**config.mk**
```make
export PLATFORM = sky130hd
export DESIGN_NAME = tree_entry_stream_parser_flat
export DESIGN_NICKNAME = d
export VERILOG_FILES = /design/src/rtl/core/tep_pkg.sv /design/src/rtl/core/tep_in_if.sv /design/src/rtl/core/tep_out_if.sv /design/src/rtl/core/tep_step.sv /design/src/rtl/core/tree_entry_stream_parser.sv /design/src/flat_wrapper.sv
export SDC_FILE = /design/constraint.sdc
export NUM_CORES = 1
export LEC_CHECK = 0
export BUFFER_PORTS_ARGS = -buffer_cell sky130_fd_sc_hd__clkbuf_2
export CAP_MARGIN = 5
export CORE_ASPECT_RATIO = 0.7
export CORE_UTILIZATION = 51
export DETAILED_ROUTE_END_ITERATION = 16
export GPL_ROUTABILITY_DRIVEN = 0
export PLACE_DENSITY = 0.81
export SETUP_SLACK_MARGIN = 0.2
export SLEW_MARGIN = 30
export SYNTH_ARGS = -nofsm -noshare
export SYNTH_HDL_FRONTEND = slang
export SYNTH_SLANG_ARGS = --single-unit
export TNS_END_PERCENT = 10
```
**constraint.sdc**
```tcl
create_clock -name clk -period 6.77 [get_ports clk]
set_clock_uncertainty 0.2 [all_clocks]
set_input_delay 0.3385 -clock clk [delete_from_list [all_inputs] [get_ports clk]]
set_output_delay 0.3385 -clock clk [all_outputs]
set_load 0.01 [all_outputs]
```
**src/rtl/core/tep_pkg.sv**
```systemverilog
// ----------------------------------------------------------------------------
// tep_pkg
// Types and constants shared by the tree entry stream parser.
// ----------------------------------------------------------------------------
`default_nettype none

package tep_pkg;

  // entry format limits
  localparam int HASH_BYTES         = 32;
  localparam int NAME_CAPACITY      = 256;
  localparam int MAX_ENTRIES        = 1024;
  localparam int MODE_TEXT_CAPACITY = 16;

  // field widths fixed by the state and result formats
  localparam int FIELD_W = 8;
  localparam int HPOS_W  = 6;
  localparam int COUNT_W = 11;
  localparam int MODE_W  = 32;

  // limits sized for the compares in the step logic
  localparam logic [FIELD_W:0]   NAME_LIMIT  = (FIELD_W + 1)'(NAME_CAPACITY);
  localparam logic [FIELD_W:0]   MODE_LIMIT  = (FIELD_W + 1)'(MODE_TEXT_CAPACITY);
  localparam logic [HPOS_W:0]    HASH_LIMIT  = (HPOS_W + 1)'(HASH_BYTES);
  localparam logic [COUNT_W-1:0] ENTRY_LIMIT = COUNT_W'(MAX_ENTRIES);

  // delimiter characters
  localparam logic [7:0] CHAR_SPACE = 8'h20;
  localparam logic [7:0] CHAR_NUL   = 8'h00;

  typedef enum logic [1:0] {
    PH_MODE = 2'd0,
    PH_NAME = 2'd1,
    PH_HASH = 2'd2
  } tep_phase_t;

  typedef enum logic [1:0] {
    KIND_MODE    = 2'd0,
    KIND_NAME    = 2'd1,
    KIND_HASH    = 2'd2,
    KIND_IGNORED = 2'd3
  } tep_kind_t;

  typedef struct packed {
    tep_phase_t           phase;
    logic [MODE_W-1:0]    mode_acc;
    logic                 digits_stopped;
    logic [FIELD_W-1:0]   field_length;
    logic [HPOS_W-1:0]    hash_position;
    logic [COUNT_W-1:0]   entries;
    logic                 error;
  } tep_state_t;

  typedef struct packed {
    tep_kind_t            byte_kind;
    logic [7:0]           byte_value;
    logic [9:0]           entry_number;
    logic [FIELD_W-1:0]   name_position;
    logic [MODE_W-1:0]    entry_mode;
    logic                 entry_complete;
    logic                 buffer_done;
    logic                 format_error;
    logic [COUNT_W-1:0]   entry_total;
  } tep_result_t;

  localparam tep_state_t STATE_RESET = '{
    phase:          PH_MODE,
    mode_acc:       '0,
    digits_stopped: 1'b0,
    field_length:   '0,
    hash_position:  '0,
    entries:        '0,
    error:          1'b0
  };

endpackage

`default_nettype wire

```
**src/rtl/core/tep_in_if.sv**
```systemverilog
// ----------------------------------------------------------------------------
// tep_in_if
// Byte stream channel into the parser: one buffer byte per beat.
// ----------------------------------------------------------------------------
`default_nettype none

interface tep_in_if;
  logic       valid;
  logic       ready;
  logic [7:0] data_byte;
  logic       end_of_buffer;

  modport source (output valid, output data_byte, output end_of_buffer, input ready);
  modport sink   (input valid, input data_byte, input end_of_buffer, output ready);
endinterface

`default_nettype wire

```
**src/rtl/core/tep_out_if.sv**
```systemverilog
// ----------------------------------------------------------------------------
// tep_out_if
// Result channel out of the parser: one classified byte per beat.
// ----------------------------------------------------------------------------
`default_nettype none

interface tep_out_if;
  logic        valid;
  logic        ready;
  logic [1:0]  byte_kind;
  logic [7:0]  byte_value;
  logic [9:0]  entry_number;
  logic [7:0]  name_position;
  logic [31:0] entry_mode;
  logic        entry_complete;
  logic        buffer_done;
  logic        format_error;
  logic [10:0] entry_total;

  modport source (
    output valid, input ready,
    output byte_kind, output byte_value, output entry_number, output name_position,
    output entry_mode, output entry_complete, output buffer_done, output format_error,
    output entry_total
  );
  modport sink (
    input valid, output ready,
    input byte_kind, input byte_value, input entry_number, input name_position,
    input entry_mode, input entry_complete, input buffer_done, input format_error,
    input entry_total
  );
endinterface

`default_nettype wire

```
**src/rtl/core/tep_step.sv**
```systemverilog
// ----------------------------------------------------------------------------
// tep_step
// Per-byte parse step: classifies one byte against the current parse state
// and produces the next state and the result beat.
// ----------------------------------------------------------------------------
`default_nettype none

module tep_step (
  input  tep_pkg::tep_state_t  state,
  input  logic [7:0]           data_byte,
  input  logic                 end_of_buffer,
  output tep_pkg::tep_state_t  state_next,
  output tep_pkg::tep_result_t result
);
  import tep_pkg::*;

  tep_state_t         ns;
  tep_kind_t          kind;
  logic [9:0]         number;
  logic [FIELD_W-1:0] npos;
  logic [MODE_W-1:0]  mode;
  logic               complete;
  logic [FIELD_W:0]   fl_inc;
  logic [HPOS_W:0]    hp_inc;
  logic               is_octal;

  assign fl_inc   = {1'b0, state.field_length} + (FIELD_W + 1)'(1);
  assign hp_inc   = {1'b0, state.hash_position} + (HPOS_W + 1)'(1);
  assign is_octal = (data_byte[7:3] == 5'b00110);

  // phase update for one byte
  always_comb begin
    ns       = state;
    kind     = KIND_IGNORED;
    number   = '0;
    npos     = '0;
    mode     = '0;
    complete = 1'b0;

    if (!state.error && state.entries < ENTRY_LIMIT) begin
      number = state.entries[9:0];
      mode   = state.mode_acc;
      unique case (state.phase)
        PH_NAME: begin
          if (data_byte == CHAR_NUL) begin
            kind             = KIND_MODE;
            ns.phase         = PH_HASH;
            ns.hash_position = '0;
          end else begin
            kind = KIND_NAME;
            npos = state.field_length;
            if (fl_inc >= NAME_LIMIT) begin
              ns.error = 1'b1;
            end else begin
              ns.field_length = fl_inc[FIELD_W-1:0];
            end
          end
        end
        PH_HASH: begin
          kind = KIND_HASH;
          if (hp_inc >= HASH_LIMIT) begin
            complete          = 1'b1;
            npos              = state.field_length;
            ns.entries        = state.entries + COUNT_W'(1);
            ns.phase          = PH_MODE;
            ns.mode_acc       = '0;
            ns.digits_stopped = 1'b0;
            ns.field_length   = '0;
            ns.hash_position  = '0;
          end else begin
            ns.hash_position = hp_inc[HPOS_W-1:0];
          end
        end
        default: begin
          // mode text, also the unreachable fourth phase code
          kind = KIND_MODE;
          if (data_byte == CHAR_SPACE) begin
            ns.phase        = PH_NAME;
            ns.field_length = '0;
          end else begin
            if (!state.digits_stopped && is_octal) begin
              ns.mode_acc = {state.mode_acc[MODE_W-4:0], data_byte[2:0]};
            end else begin
              ns.digits_stopped = 1'b1;
            end
            if (fl_inc >= MODE_LIMIT) begin
              ns.error = 1'b1;
            end else begin
              ns.field_length = fl_inc[FIELD_W-1:0];
            end
          end
          mode = ns.mode_acc;
        end
      endcase
    end

    // buffer ending inside an entry
    if (end_of_buffer && !ns.error && (ns.phase != PH_MODE || ns.field_length != '0)) begin
      ns.error = 1'b1;
    end
  end

  // result beat, and next state (reset after the end of a buffer)
  always_comb begin
    result.byte_kind      = kind;
    result.byte_value     = data_byte;
    result.entry_number   = number;
    result.name_position  = npos;
    result.entry_mode     = mode;
    result.entry_complete = complete;
    result.buffer_done    = end_of_buffer;
    result.format_error   = ns.error;
    result.entry_total    = ns.entries;
    state_next            = end_of_buffer ? STATE_RESET : ns;
  end

endmodule

`default_nettype wire

```
**src/rtl/core/tree_entry_stream_parser.sv**
```systemverilog
// ----------------------------------------------------------------------------
// tree_entry_stream_parser
// Streaming parser for serialized tree entries: octal mode, name, hash.
// ----------------------------------------------------------------------------
// Takes one buffer byte per cycle and returns exactly one result beat per
// byte, in a result register in the cycle after the byte is taken. The parse
// state (phase, mode accumulator, field and hash counters, entry count and
// error flag) is a single register updated once per byte, so a byte can be
// taken every cycle; input ready drops only while the result register holds
// a beat that the consumer has not yet taken. All parse state returns to its
// reset value after a beat marked end of buffer, so the next byte starts a
// fresh buffer.
`default_nettype none

module tree_entry_stream_parser (
  input  logic       clk,
  input  logic       rst,
  tep_in_if.sink     in_stream,
  tep_out_if.source  out_stream
);
  import tep_pkg::*;

  tep_state_t  state;
  tep_state_t  state_next;
  tep_result_t step_result;
  tep_result_t res;
  logic        res_valid;
  logic        in_fire;
  logic        out_fire;

  assign in_stream.ready = !res_valid || out_stream.ready;
  assign in_fire         = in_stream.valid && in_stream.ready;
  assign out_fire        = res_valid && out_stream.ready;

  // per-byte parse logic
  tep_step u_step (
    .state         (state),
    .data_byte     (in_stream.data_byte),
    .end_of_buffer (in_stream.end_of_buffer),
    .state_next    (state_next),
    .result        (step_result)
  );

  // parse state register
  always_ff @(posedge clk) begin
    if (rst) begin
      state <= STATE_RESET;
    end else if (in_fire) begin
      state <= state_next;
    end
  end

  // result register
  always_ff @(posedge clk) begin
    if (rst) begin
      res_valid <= 1'b0;
    end else if (in_fire) begin
      res_valid <= 1'b1;
    end else if (out_fire) begin
      res_valid <= 1'b0;
    end
  end

  always_ff @(posedge clk) begin
    if (in_fire) begin
      res <= step_result;
    end
  end

  // output beat
  assign out_stream.valid          = res_valid;
  assign out_stream.byte_kind      = res.byte_kind;
  assign out_stream.byte_value     = res.byte_value;
  assign out_stream.entry_number   = res.entry_number;
  assign out_stream.name_position  = res.name_position;
  assign out_stream.entry_mode     = res.entry_mode;
  assign out_stream.entry_complete = res.entry_complete;
  assign out_stream.buffer_done    = res.buffer_done;
  assign out_stream.format_error   = res.format_error;
  assign out_stream.entry_total    = res.entry_total;

  // checks
  a_entry_bound: assert property (@(posedge clk) disable iff (rst)
    state.entries <= ENTRY_LIMIT)
    else $error("entry count past limit");

  a_eob_clears: assert property (@(posedge clk) disable iff (rst)
    in_fire && in_stream.end_of_buffer |=>
      state.entries == '0 && !state.error && state.phase == PH_MODE &&
      state.field_length == '0)
    else $error("state not cleared after end of buffer");

  a_no_overwrite: assert property (@(posedge clk) disable iff (rst)
    res_valid && !out_stream.ready |-> !in_fire)
    else $error("pending result overwritten");

  a_complete_is_hash: assert property (@(posedge clk) disable iff (rst)
    res_valid && res.entry_complete |-> res.byte_kind == KIND_HASH)
    else $error("entry completed on a non-hash byte");

  a_error_ignores: assert property (@(posedge clk) disable iff (rst)
    in_fire && state.error |=> res.byte_kind == KIND_IGNORED && res.format_error)
    else $error("byte parsed after latched error");

endmodule

`default_nettype wire
```
**src/flat_wrapper.sv**
```systemverilog
// flat-port wrapper written by rule: the top's interface ports become plain ports
module tree_entry_stream_parser_flat import tep_pkg::*;
  (clk, rst, in_stream_valid, in_stream_data_byte, in_stream_end_of_buffer, in_stream_ready, out_stream_valid, out_stream_ready, out_stream_byte_kind, out_stream_byte_value, out_stream_entry_number, out_stream_name_position, out_stream_entry_mode, out_stream_entry_complete, out_stream_buffer_done, out_stream_format_error, out_stream_entry_total);
  tep_in_if in_stream_i ();
  tep_out_if out_stream_i ();
  input  logic clk;
  input  logic rst;
  input wire logic [$bits(in_stream_i.valid)-1:0] in_stream_valid;
  input wire logic [$bits(in_stream_i.data_byte)-1:0] in_stream_data_byte;
  input wire logic [$bits(in_stream_i.end_of_buffer)-1:0] in_stream_end_of_buffer;
  output wire logic [$bits(in_stream_i.ready)-1:0] in_stream_ready;
  output wire logic [$bits(out_stream_i.valid)-1:0] out_stream_valid;
  input wire logic [$bits(out_stream_i.ready)-1:0] out_stream_ready;
  output wire logic [$bits(out_stream_i.byte_kind)-1:0] out_stream_byte_kind;
  output wire logic [$bits(out_stream_i.byte_value)-1:0] out_stream_byte_value;
  output wire logic [$bits(out_stream_i.entry_number)-1:0] out_stream_entry_number;
  output wire logic [$bits(out_stream_i.name_position)-1:0] out_stream_name_position;
  output wire logic [$bits(out_stream_i.entry_mode)-1:0] out_stream_entry_mode;
  output wire logic [$bits(out_stream_i.entry_complete)-1:0] out_stream_entry_complete;
  output wire logic [$bits(out_stream_i.buffer_done)-1:0] out_stream_buffer_done;
  output wire logic [$bits(out_stream_i.format_error)-1:0] out_stream_format_error;
  output wire logic [$bits(out_stream_i.entry_total)-1:0] out_stream_entry_total;
  assign in_stream_i.valid = in_stream_valid;
  assign in_stream_i.data_byte = in_stream_data_byte;
  assign in_stream_i.end_of_buffer = in_stream_end_of_buffer;
  assign in_stream_ready = in_stream_i.ready;
  assign out_stream_valid = out_stream_i.valid;
  assign out_stream_i.ready = out_stream_ready;
  assign out_stream_byte_kind = out_stream_i.byte_kind;
  assign out_stream_byte_value = out_stream_i.byte_value;
  assign out_stream_entry_number = out_stream_i.entry_number;
  assign out_stream_name_position = out_stream_i.name_position;
  assign out_stream_entry_mode = out_stream_i.entry_mode;
  assign out_stream_entry_complete = out_stream_i.entry_complete;
  assign out_stream_buffer_done = out_stream_i.buffer_done;
  assign out_stream_format_error = out_stream_i.format_error;
  assign out_stream_entry_total = out_stream_i.entry_total;
  tree_entry_stream_parser u_core (.clk(clk), .rst(rst), .in_stream(in_stream_i), .out_stream(out_stream_i));
endmodule
```
### After elaboration in Yosys (flattened, before gate mapping)

Cells that the tools add are included.

* flip-flop bits (word level): 136
* input bits: 13
* output and inout bits: 76

* add/subtract/negate cells: 3
* order comparisons: 4
* equal/unequal tests: 9
* mux-type cells: 35
* reductions and logical operators: 23

Operators with widths (count)
* 61-bit two-way mux: 2
* 33-bit case mux with 2 select lines: 1
* 32-bit two-way mux: 2
* 8-bit two-way mux: 6
* 43-bit two-way mux: 1
* 33-bit two-way mux: 1
* 8-bit case mux with 2 select lines: 2
* 11-bit two-way mux: 2
* 6-bit two-way mux: 2
* 6-bit case mux with 2 select lines: 1
* 11-bit by 1-bit adder with 11-bit output (second input constant): 1
* 11-bit < comparator (second input constant): 1
* 1-bit two-way mux: 10
* 8-bit by 1-bit adder with 9-bit output (second input constant): 1
* 9-bit by 5-bit greater-or-equal comparator with 1-bit output (second input constant): 1
* 9-bit greater-or-equal comparator (second input constant): 1
* 8-bit by 6-bit equality test with 1-bit output (second input constant): 1
* 8-bit logical NOT: 1
* 2-bit case mux with 2 select lines: 2
* 4-bit AND reduction: 2
* 8-bit nonzero test: 1
* 6-bit by 1-bit adder with 7-bit output (second input constant): 1
* 7-bit by 6-bit greater-or-equal comparator with 1-bit output (second input constant): 1
* 1-bit logical AND: 6
* 15 further kinds: 24

### Depth between registers and ports, before layout

Gate-level depths: netlist (run 1).

* depth after elaboration: 11
* depth in mapped cells: 11

### Hierarchy

Synthesis (run 1) repeated with hierarchy kept, for this count alone.

* cells, all modules: 816
* area, all modules: 7955.1 µm²

Modules (own cells, without submodules)
* tree_entry_stream_parser: instances 1, cells each 358, area an instance 5506.5 µm²
* tep_step: instances 1, cells each 458, area an instance 2448.6 µm²

### Worst setup path before layout (run 1)

No wires, ideal clock.

* path type: input port to flip-flop
* from: in out_stream_ready
* to: reg, netlist name u_core.state[28]
* setup time: 0.065 ns
* arrival: 3.461 ns
* required time: 6.505 ns
* setup slack: 3.044 ns
* stages: 8
* buffers on the path: 1
* cell sequence: nand2b_1 -> nand2_1 -> clkinv_1 -> o21ai_1 -> a21o_1 -> clkbuf_1 -> a22oi_1 -> nor2_1

* longest elaborated chain between the ends: 3

RTL lines
* start: declaration: RTL line flat_wrapper.sv:13 `input wire logic [$bits(out_stream_i.ready)-1:0] out_stream_ready;`
* 1-bit logical OR: RTL line tree_entry_stream_parser.sv:31 `assign in_stream.ready = !res_valid || out_stream.ready;`
* 1-bit logical AND: RTL line tree_entry_stream_parser.sv:32 `assign in_fire = in_stream.valid && in_stream.ready;`
* named net u_core.in_fire: RTL line tree_entry_stream_parser.sv:28 `logic in_fire;`
* 4-bit AND reduction (no source line)

The timed path passes the listed nets, and every way through them passes these cells.
A chain may end at the register's enable or synchronous reset.

==> metrics.md, run 1 <==
| Metric | Value |
|---|---|
| Outcome | finished clean |
| Core area | between 0.01 and 0.015 mm^2 |
| Syn nets | 627 |
| Die W | between 100 and 150 um |
| Pleak | approximately 2.8 nW |
| Initial detailed-routing violation count | between 600 and 700 |
| Setup TNS Final | 0 ns |
| Via count | 5,143 |
| Post-synth EDFFs | 74 |
| Max-Cap Viols | 0 |
| Synthesis Warnings | 0 |
| Share of cells above drive strength 1 | 0.191 |
| Register area share after synthesis | 0.574 |
| Met2 usage | 0.373 |
| WP data required | between 6 and 7 ns |
| Routed Antenna Nets | 0 |
| Crit path kind | flip-flop to flip-flop |
| Clock Latency Late Sink | 0.42 ns |
| Row Count | 32 |
| Worst Tran Pin Value | approximately 0.97 ns |
| H-tree levels | 4 |
| First-pass GRT wire length | 23,800 um |
| Slowest cell on the critical path | dfxtp_1 |
| Synth Flop Type | edfxtp_1 |
| GRT overflow | 0 |
| Post-synth ARST share | 0 |
| Top-Level Pins | 89 |
| Final min period | 3.24 ns |
| Cells after DPL | roughly 810 |
| Slew margin rel. | 0.334 |
| Worst-path cell chain | ha_1 -> nand3_1 -> mux2i_1 -> a2111o_1 -> a211o_1 -> a211o_1 -> nor4_2 -> a31oi_1 |
| Final period util | 0.478 |
| Total Wirelength | 14,900 um |
| Post-route DRC | 0 |
| Syn Area/Cell | about 9.9 um^2 |
| Largest net degree at the start of global routing | between 80 and 90 |
| Met3 Use GR | 0.0607 |
| Busiest layer in global routing | met2 |
| Startpoint type of the worst setup path | flip-flop |
| Final Max Slew Viols | 0 |
| Clock-pin transition on the worst setup and hold timing paths | 0.06 ns |
| Initial antenna violation count | 0 |
| Clock root buffer | clkbuf_16 |
| Final Setup Violations | 0 |
| Die area | 0.0123 mm^2 |
| Post-Syn Area | between 0.006 and 0.007 mm^2 |
| Worst hold-check path type | input port to flip-flop |
| Number of setup buffers added after CTS | 0 |
| DIE HEIGHT | between 90 and 100 um |
| M1 GR Usage | 0.341 |
| PD cells | between 200 and 300 mW/mm^2 |
| Via/cell ratio | about 6 |
| Critical Path Max Stage Delay | about 0.52 ns |
| DP Area | about 0.0066 mm^2 |
| Maximum fanout along the worst path | 9 |
| Ant. Diodes | 0 |
| # port buffers | 88 |
| Fin. Hold Viols | 0 |
| Vias in the first global route | between 4,000 and 5,000 |
| GRT Total Usage | 0.248 |
| Critical path buffer and inverter count | 0 |
| Final Power | just under 2 mW |
| Bufs on Longest Clock Path | 2 |
| FF+latch count, synth | about 140 |
| Area growth syn-to-layout | 20.7% |
| Critical path arrival | between 3 and 4 ns |
| CP most frequent cell | a211o_1 |
| Crit. End Element | flip-flop |
| DR pass1 iterations | 6 |
| Drt wl/cell | between 15 and 20 um |
| Synth Instances | a little over 600 |
| CTS sink count | roughly 140 |
| CTS tree | yes |
| RSZ-0062 raised after global routing | false |
| Nets@finish | a little over 700 |
| Max Clk Rate | about 0.3 GHz |
| Initial core utilization | 0.536 |
| Post-DP HPWL | 9110 um |
| Fin area | 0.00728 mm^2 |
| Peak supply drop | around 0.22 mV |
| CTS buffer count | 17 |
| Final Non-Filler Cells | 854 |
| Synth unique cells | 54 |
| Crit-path leading delay family | compound AO/OA/AOI/OAI gates |
==> state kept, by name, indices dropped and copies added (netlist names) <==
| register | flops |
|---|---|
| u_core.out_stream.name_position | 8 |
| u_core.state | 61 |
| u_core.out_stream.byte_kind | 2 |
| u_core.out_stream.entry_total | 11 |
| u_core.out_stream.entry_mode | 32 |
| u_core.out_stream.buffer_done | 1 |
| u_core.out_stream.format_error | 1 |
| u_core.out_stream.entry_complete | 1 |
| u_core.out_stream.byte_value | 8 |
| u_core.out_stream.valid | 1 |
| u_core.out_stream.entry_number | 10 |
==> layer usage <==
metal | vias to the layer above | wire length [um]
li1 | 2367 | -
met1 | 2443 | 6470
met2 | 297 | 6650
met3 | 36 | 1420
met4 | 0 | 311
met5 | - | 0
==> synth_stat cells (all sizes together), types with 2 or more instances <==
master | instances | share of area
o211a | 2 | 0.0033
o21ai | 13 | 0.011
nor3 | 14 | 0.012
o211ai | 5 | 0.0062
and4 | 5 | 0.0073
nor3b | 5 | 0.0062
or3 | 3 | 0.0031
a211oi | 2 | 0.0025
xor2 | 5 | 0.0073
a211o | 2 | 0.0029
and2 | 19 | 0.020
a2bb2oi | 3 | 0.0044
a311oi | 2 | 0.0029
a31oi | 7 | 0.0073
nand4b | 3 | 0.0044
or2 | 4 | 0.0041
nor4 | 8 | 0.0093
xnor2 | 8 | 0.012
and4b | 2 | 0.0033
ha | 6 | 0.012
dfxtp | 62 | 0.21
a21oi | 55 | 0.046
nand4 | 8 | 0.0083
inv | 10 | 0.0062
edfxtp | 74 | 0.37
nand2 | 85 | 0.053
mux2i | 2 | 0.0033
and3 | 4 | 0.0041
nor4b | 2 | 0.0029
clkbuf | 40 | 0.025
a22oi | 43 | 0.053
nor2 | 70 | 0.044
nand3 | 12 | 0.011
o21a | 2 | 0.0025
a21o | 5 | 0.0062
nand2b | 3 | 0.0031
==> path summary, 6_finish.rpt <==
path	slack, ns	startpoint	end	cells after the start
max	3.53	u_core.state[18]	u_core.out_stream.format_error	8
min	0.06	out_stream_ready	u_core.out_stream.valid	3
max reg2reg	3.53	u_core.state[18]	u_core.out_stream.format_error	8
min reg2reg	0.28	u_core.state[26]	u_core.state[26]	2
==> kinds of logic after synthesis <==
family                   count (synthesis)  share of synthesized area
AO/OA/AOI/OAI                          149                      0.160
XOR/XNOR                                13                     0.0189
adder cells (fa/ha/maj)                  6                     0.0124
buffers and inverters                   52                     0.0326
flip-flops                             136                      0.574
multiplexers                             3                    0.00518
AND/OR/NAND/NOR                        249                      0.197
==> worst register-to-register path, stage by stage (launching register included) <==
cell and delay, ns:
dfxtp_1 0.52, ha_1 0.39, nand3_1 0.21, mux2i_1 0.21, a2111o_1 0.42, a211o_1 0.37
a211o_1 0.32, nor4_2 0.23, a31oi_1 0.12
==> placed cells by master, fill, tap and decap left out, types with 5 or more instances in the layout <==
master	count
a21oi_1	55
a22oi_1	43
a31oi_1	7
and2_1	18
and4_1	5
clkbuf_16	17
clkbuf_2	88
dfxtp_1	62
dlygate4sd3_1	9
edfxtp_1	74
ha_1	6
inv_1	10
nand2_1	85
nand3_1	11
nand4_1	8
nor2_1	68
nor3_1	14
nor4_1	6
o211ai_1	5
o21ai_0	10
xnor2_1	8
xor2_1	5
==> cell type report <==
cell class | instances | area [um^2]
Fill cell | 848 | 3970
Timing Repair Buffer | 102 | 572
Clock inverter | 14 | 180
Inverter | 11 | 41.3
Multi-Input combinational cell | 420 | 2400
Sequential cell | 136 | 3460
Clock buffer | 18 | 439
Tap cell | 153 | 191
==> metrics by stage <==
step	worst slack, ns	hold WS (ns)	utilization
final	3.53	0.0557	0.647
after CTS	3.39	0.0387	0.646
after global routing	3.40	0.0702	0.647
after floorplan	3.04	0.237	-
after detailed placement	3.52	0.272	0.583
after global placement	3.68	0.259	0.583
==> what timing repair did <==
| action | in CTS | in global routing |
|---|---|---|
| gates resized for setup | 0 | 0 |
| hold buffers | 9 | 0 |
| endpoints found under the hold margin | 9 | 0 |
| endpoints found under the setup margin | 0 | 0 |
==> power breakdown <==
part	switching (mW)	leakage (nW)	internal (mW)
clock network	0.343	0.290	0.620
registers	0.00859	1.24	0.894
logic	0.0606	1.22	0.0278
(Power assumes the default switching activity.)
==> inputs of run 2 (changes only) <==
--- a/config.mk
+++ b/config.mk
@@ -11,7 +11,7 @@
 export CORE_UTILIZATION = 51
 export DETAILED_ROUTE_END_ITERATION = 16
 export GPL_ROUTABILITY_DRIVEN = 0
-export PLACE_DENSITY = 0.81
+export PLACE_DENSITY = 0.83
 export SETUP_SLACK_MARGIN = 0.2
 export SLEW_MARGIN = 30
 export SYNTH_ARGS = -nofsm -noshare
==> constraint.sdc (replaced) <==
create_clock -name clk -period 2.7 [get_ports clk]
set_clock_uncertainty 0.2 [all_clocks]
set_input_delay 0.135 -clock clk [delete_from_list [all_inputs] [get_ports clk]]
set_output_delay 0.135 -clock clk [all_outputs]
set_load 0.01 [all_outputs]
==> run 2 against run 1 <==
Against the previous run: cell area grew 5.6%; routed wire length rose by 7.6%; combinational power rose to 2.8 times the previous value; register-to-register slack worse by 3.4 ns; worst hold slack better by 0.023 ns; sequential cell count did not move; sequential share of layout area fell by 2.4 points; highest routed layer unchanged; critical path depth is 1 higher; power up 140%; utilization rose by 3.6 points; sequential power increased to 2.5 times the previous value; via count is 3.9% higher; largest power group is now registers.
==> metrics.md, run 2 (same netlist as run 1, synthesis figures left out) <==
| Metric | Value |
|---|---|
| Core area | 0.0113 mm^2 (unchanged) |
| Worst hold-check path type | input port to flip-flop (unchanged) |
| Crit path kind | flip-flop to flip-flop (unchanged) |
| Die W | 132 um (unchanged) |
| Clock-pin transition on the worst setup and hold timing paths | 0.06 ns (about the same) |
| Die area | 0.0123 mm^2 (unchanged) |
| Most frequent cells in the layout | clkbuf_2, nand2_1, edfxtp_1, nor2_1, dfxtp_1 (unchanged) |
| Clock Latency Late Sink | 0.43 ns (was 0.42 ns) |
| Drt wl/cell | 17.9 um (was 17.4 um) |
| Initial antenna violation count | 0 (unchanged) |
| Initial core utilization | 0.536 (unchanged) |
| First-pass GRT wire length | 25,200 um (was 23,800 um) |
| Dpl ws | -0.0150 ns (was 3.52 ns) |
| Max Clk Rate | 0.386 GHz (was 0.309 GHz) |
| Via count | 5,342 (was 5,143) |
| Slew margin rel. | 0.371 (was 0.334) |
| Fin. Hold Viols | 0 (unchanged) |
| Setup TNS Final | 0 ns (unchanged) |
| Area growth syn-to-layout | 27.5% (was 20.7%) |
| Pleak | 2.96 nW (was 2.75 nW) |
| Maximum fanout along the worst path | 11 (was 9) |
| PD cells | 609 mW/mm^2 (was 268 mW/mm^2) |
| WP data required | 2.67 ns (was 6.73 ns) |
| R2R setup slack | 0.11 ns (was 3.53 ns) |
| CTS sink count | 136 (unchanged) |
| Total Wirelength | 16,000 um (was 14,900 um) |
| Row Count | 32 (unchanged) |
| Post-DP HPWL | 9950 um (was 9110 um) |
| Peak supply drop | 0.452 mV (was 0.224 mV) |
| Clock root buffer | clkbuf_16 (unchanged) |
| Crit. End Element | flip-flop (unchanged) |
| Max-Cap Viols | 0 (unchanged) |
| End of the worst register-to-register path | u_core.out_stream.format_error (unchanged) |
| Outcome | finished clean (unchanged) |
| GRT Total Usage | 0.266 (was 0.248) |
| Final period util | 0.961 (was 0.478) |
| Final Max Slew Viols | 0 (unchanged) |
| Hold Path End | u_core.state[26] (was u_core.out_stream.valid) |
| H-tree levels | 4 (unchanged) |
| Ant. Diodes | 0 (unchanged) |
| Hold path startpoint | in_stream_data_byte[5] (was out_stream_ready) |
| DIE HEIGHT | 93.0 um (unchanged) |
| CTS tree | yes (unchanged) |
| Largest reg by FF count | u_core.state (unchanged) |
| Post-route DRC | 0 (unchanged) |
| GRT overflow | 0 (unchanged) |
| Initial detailed-routing violation count | 684 (was 614) |
| Startpoint type of the worst setup path | flip-flop (unchanged) |
| Bufs on Longest Clock Path | 2 (unchanged) |
| Number of flip-flops in the largest register | 61 (unchanged) |
| Worst Tran Pin Value | 0.944 ns (was 0.974 ns) |
| Top-Level Pins | 89 (unchanged) |
| DR pass1 iterations | 6 (unchanged) |
| Commonest non-fill, non-tap cell in the layout | clkbuf_2 (unchanged) |
| Worst Slack Setup Final | 0.106 ns (was 3.53 ns) |
| Critical path arrival | 2.57 ns (was 3.20 ns) |
| FF-to-FF Start | u_core.state[20] (was u_core.state[18]) |
| Routed Antenna Nets | 0 (unchanged) |
| CTS buffer count | 17 (unchanged) |
| # port buffers | 88 (unchanged) |
| Hold Crit Depth | 4 (was 3) |
| Via/cell ratio | 5.98 (was 6.02) |
| Share of cells above drive strength 1 | 0.270 (was 0.191) |
| Final Setup Violations | 0 (unchanged) |
| Nets@finish | 746 (was 707) |
| Reg2Reg Depth | 9 (was 8) |
| Largest net degree at the start of global routing | 41 (was 81) |
| Vias in the first global route | 5,122 (was 4,733) |
| Final min period | 2.59 ns (was 3.24 ns) |
| RSZ-0062 raised after global routing | true (was false) |
run 2: worst max path at each step:
stage,slack [ns],to,start,cells after the start
floorplan,-0.01,u_core.out_stream.format_error,u_core.state[18],7
global placement,0.04,u_core.out_stream.format_error,u_core.state[19],7
detailed placement,-0.02,u_core.out_stream.format_error,u_core.state[19],7
CTS,0.18,u_core.out_stream.format_error,u_core.state[18],8
global route,0.02,u_core.out_stream.format_error,u_core.state[18],9
finish,0.11,u_core.out_stream.format_error,u_core.state[20],9
run 2: per-stage QoR:
| stage | utilization | area [um^2] | hold WS (ns) | cells | power (mW) |
|---|---|---|---|---|---|
| 2_1_floorplan | - | 6040 | 0.0339 | 608 | 2.42 |
| 3_3_place_gp | 0.603 | 6790 | 0.148 | 843 | 2.51 |
| 3_5_place_dp | 0.603 | 6790 | 0.152 | 843 | 2.52 |
| 4_1_cts | 0.675 | 7590 | 0.0696 | 891 | 4.70 |
| 5_1_grt | 0.684 | 7690 | 0.139 | 893 | 4.80 |
| 6_report | 0.684 | 7690 | 0.0792 | 893 | 4.69 |
run 2: power by group:
part	internal, mW	switching [mW]	total [mW]
Combinational	0.0856	0.160	0.246
Clock	1.20	0.977	2.18
Sequential	2.24	0.0206	2.26
run 2: timing repair:
action,CTS,global route
endpoints found under the setup margin,38,51
endpoints found under the hold margin,16,0
cloned,0,1
buffers inserted,5,1
pin swaps,13,5
hold buffers,11,0
resized for setup,24,26
run 2: metal layers:
layer	routed length [um]	global-route usage	vias to the layer above
li1	-	-	2456
met1	6680	0.347	2547
met2	7520	0.415	288
met3	1290	0.0585	51
met4	499	0.152	0
met5	0	0	-
run 2: layout make-up:
cell class | instances | area [um^2]
Clock buffer | 17 | 425
Sequential cell | 136 | 3470
Timing Repair Buffer | 141 | 892
Inverter | 11 | 46.3
Fill cell | 841 | 3560
Clock inverter | 15 | 131
Multi-Input combinational cell | 420 | 2530
Tap cell | 153 | 191
run 2: critical path: stages (launching register included):
cell and delay [ns]:
dfxtp_1 0.37, buf_6 0.18, nand3_2 0.10, mux2i_2 0.19, a2111o_1 0.43, buf_4 0.17
nand2_1 0.16, o21ai_1 0.14, nor4_2 0.29, a31oi_1 0.11
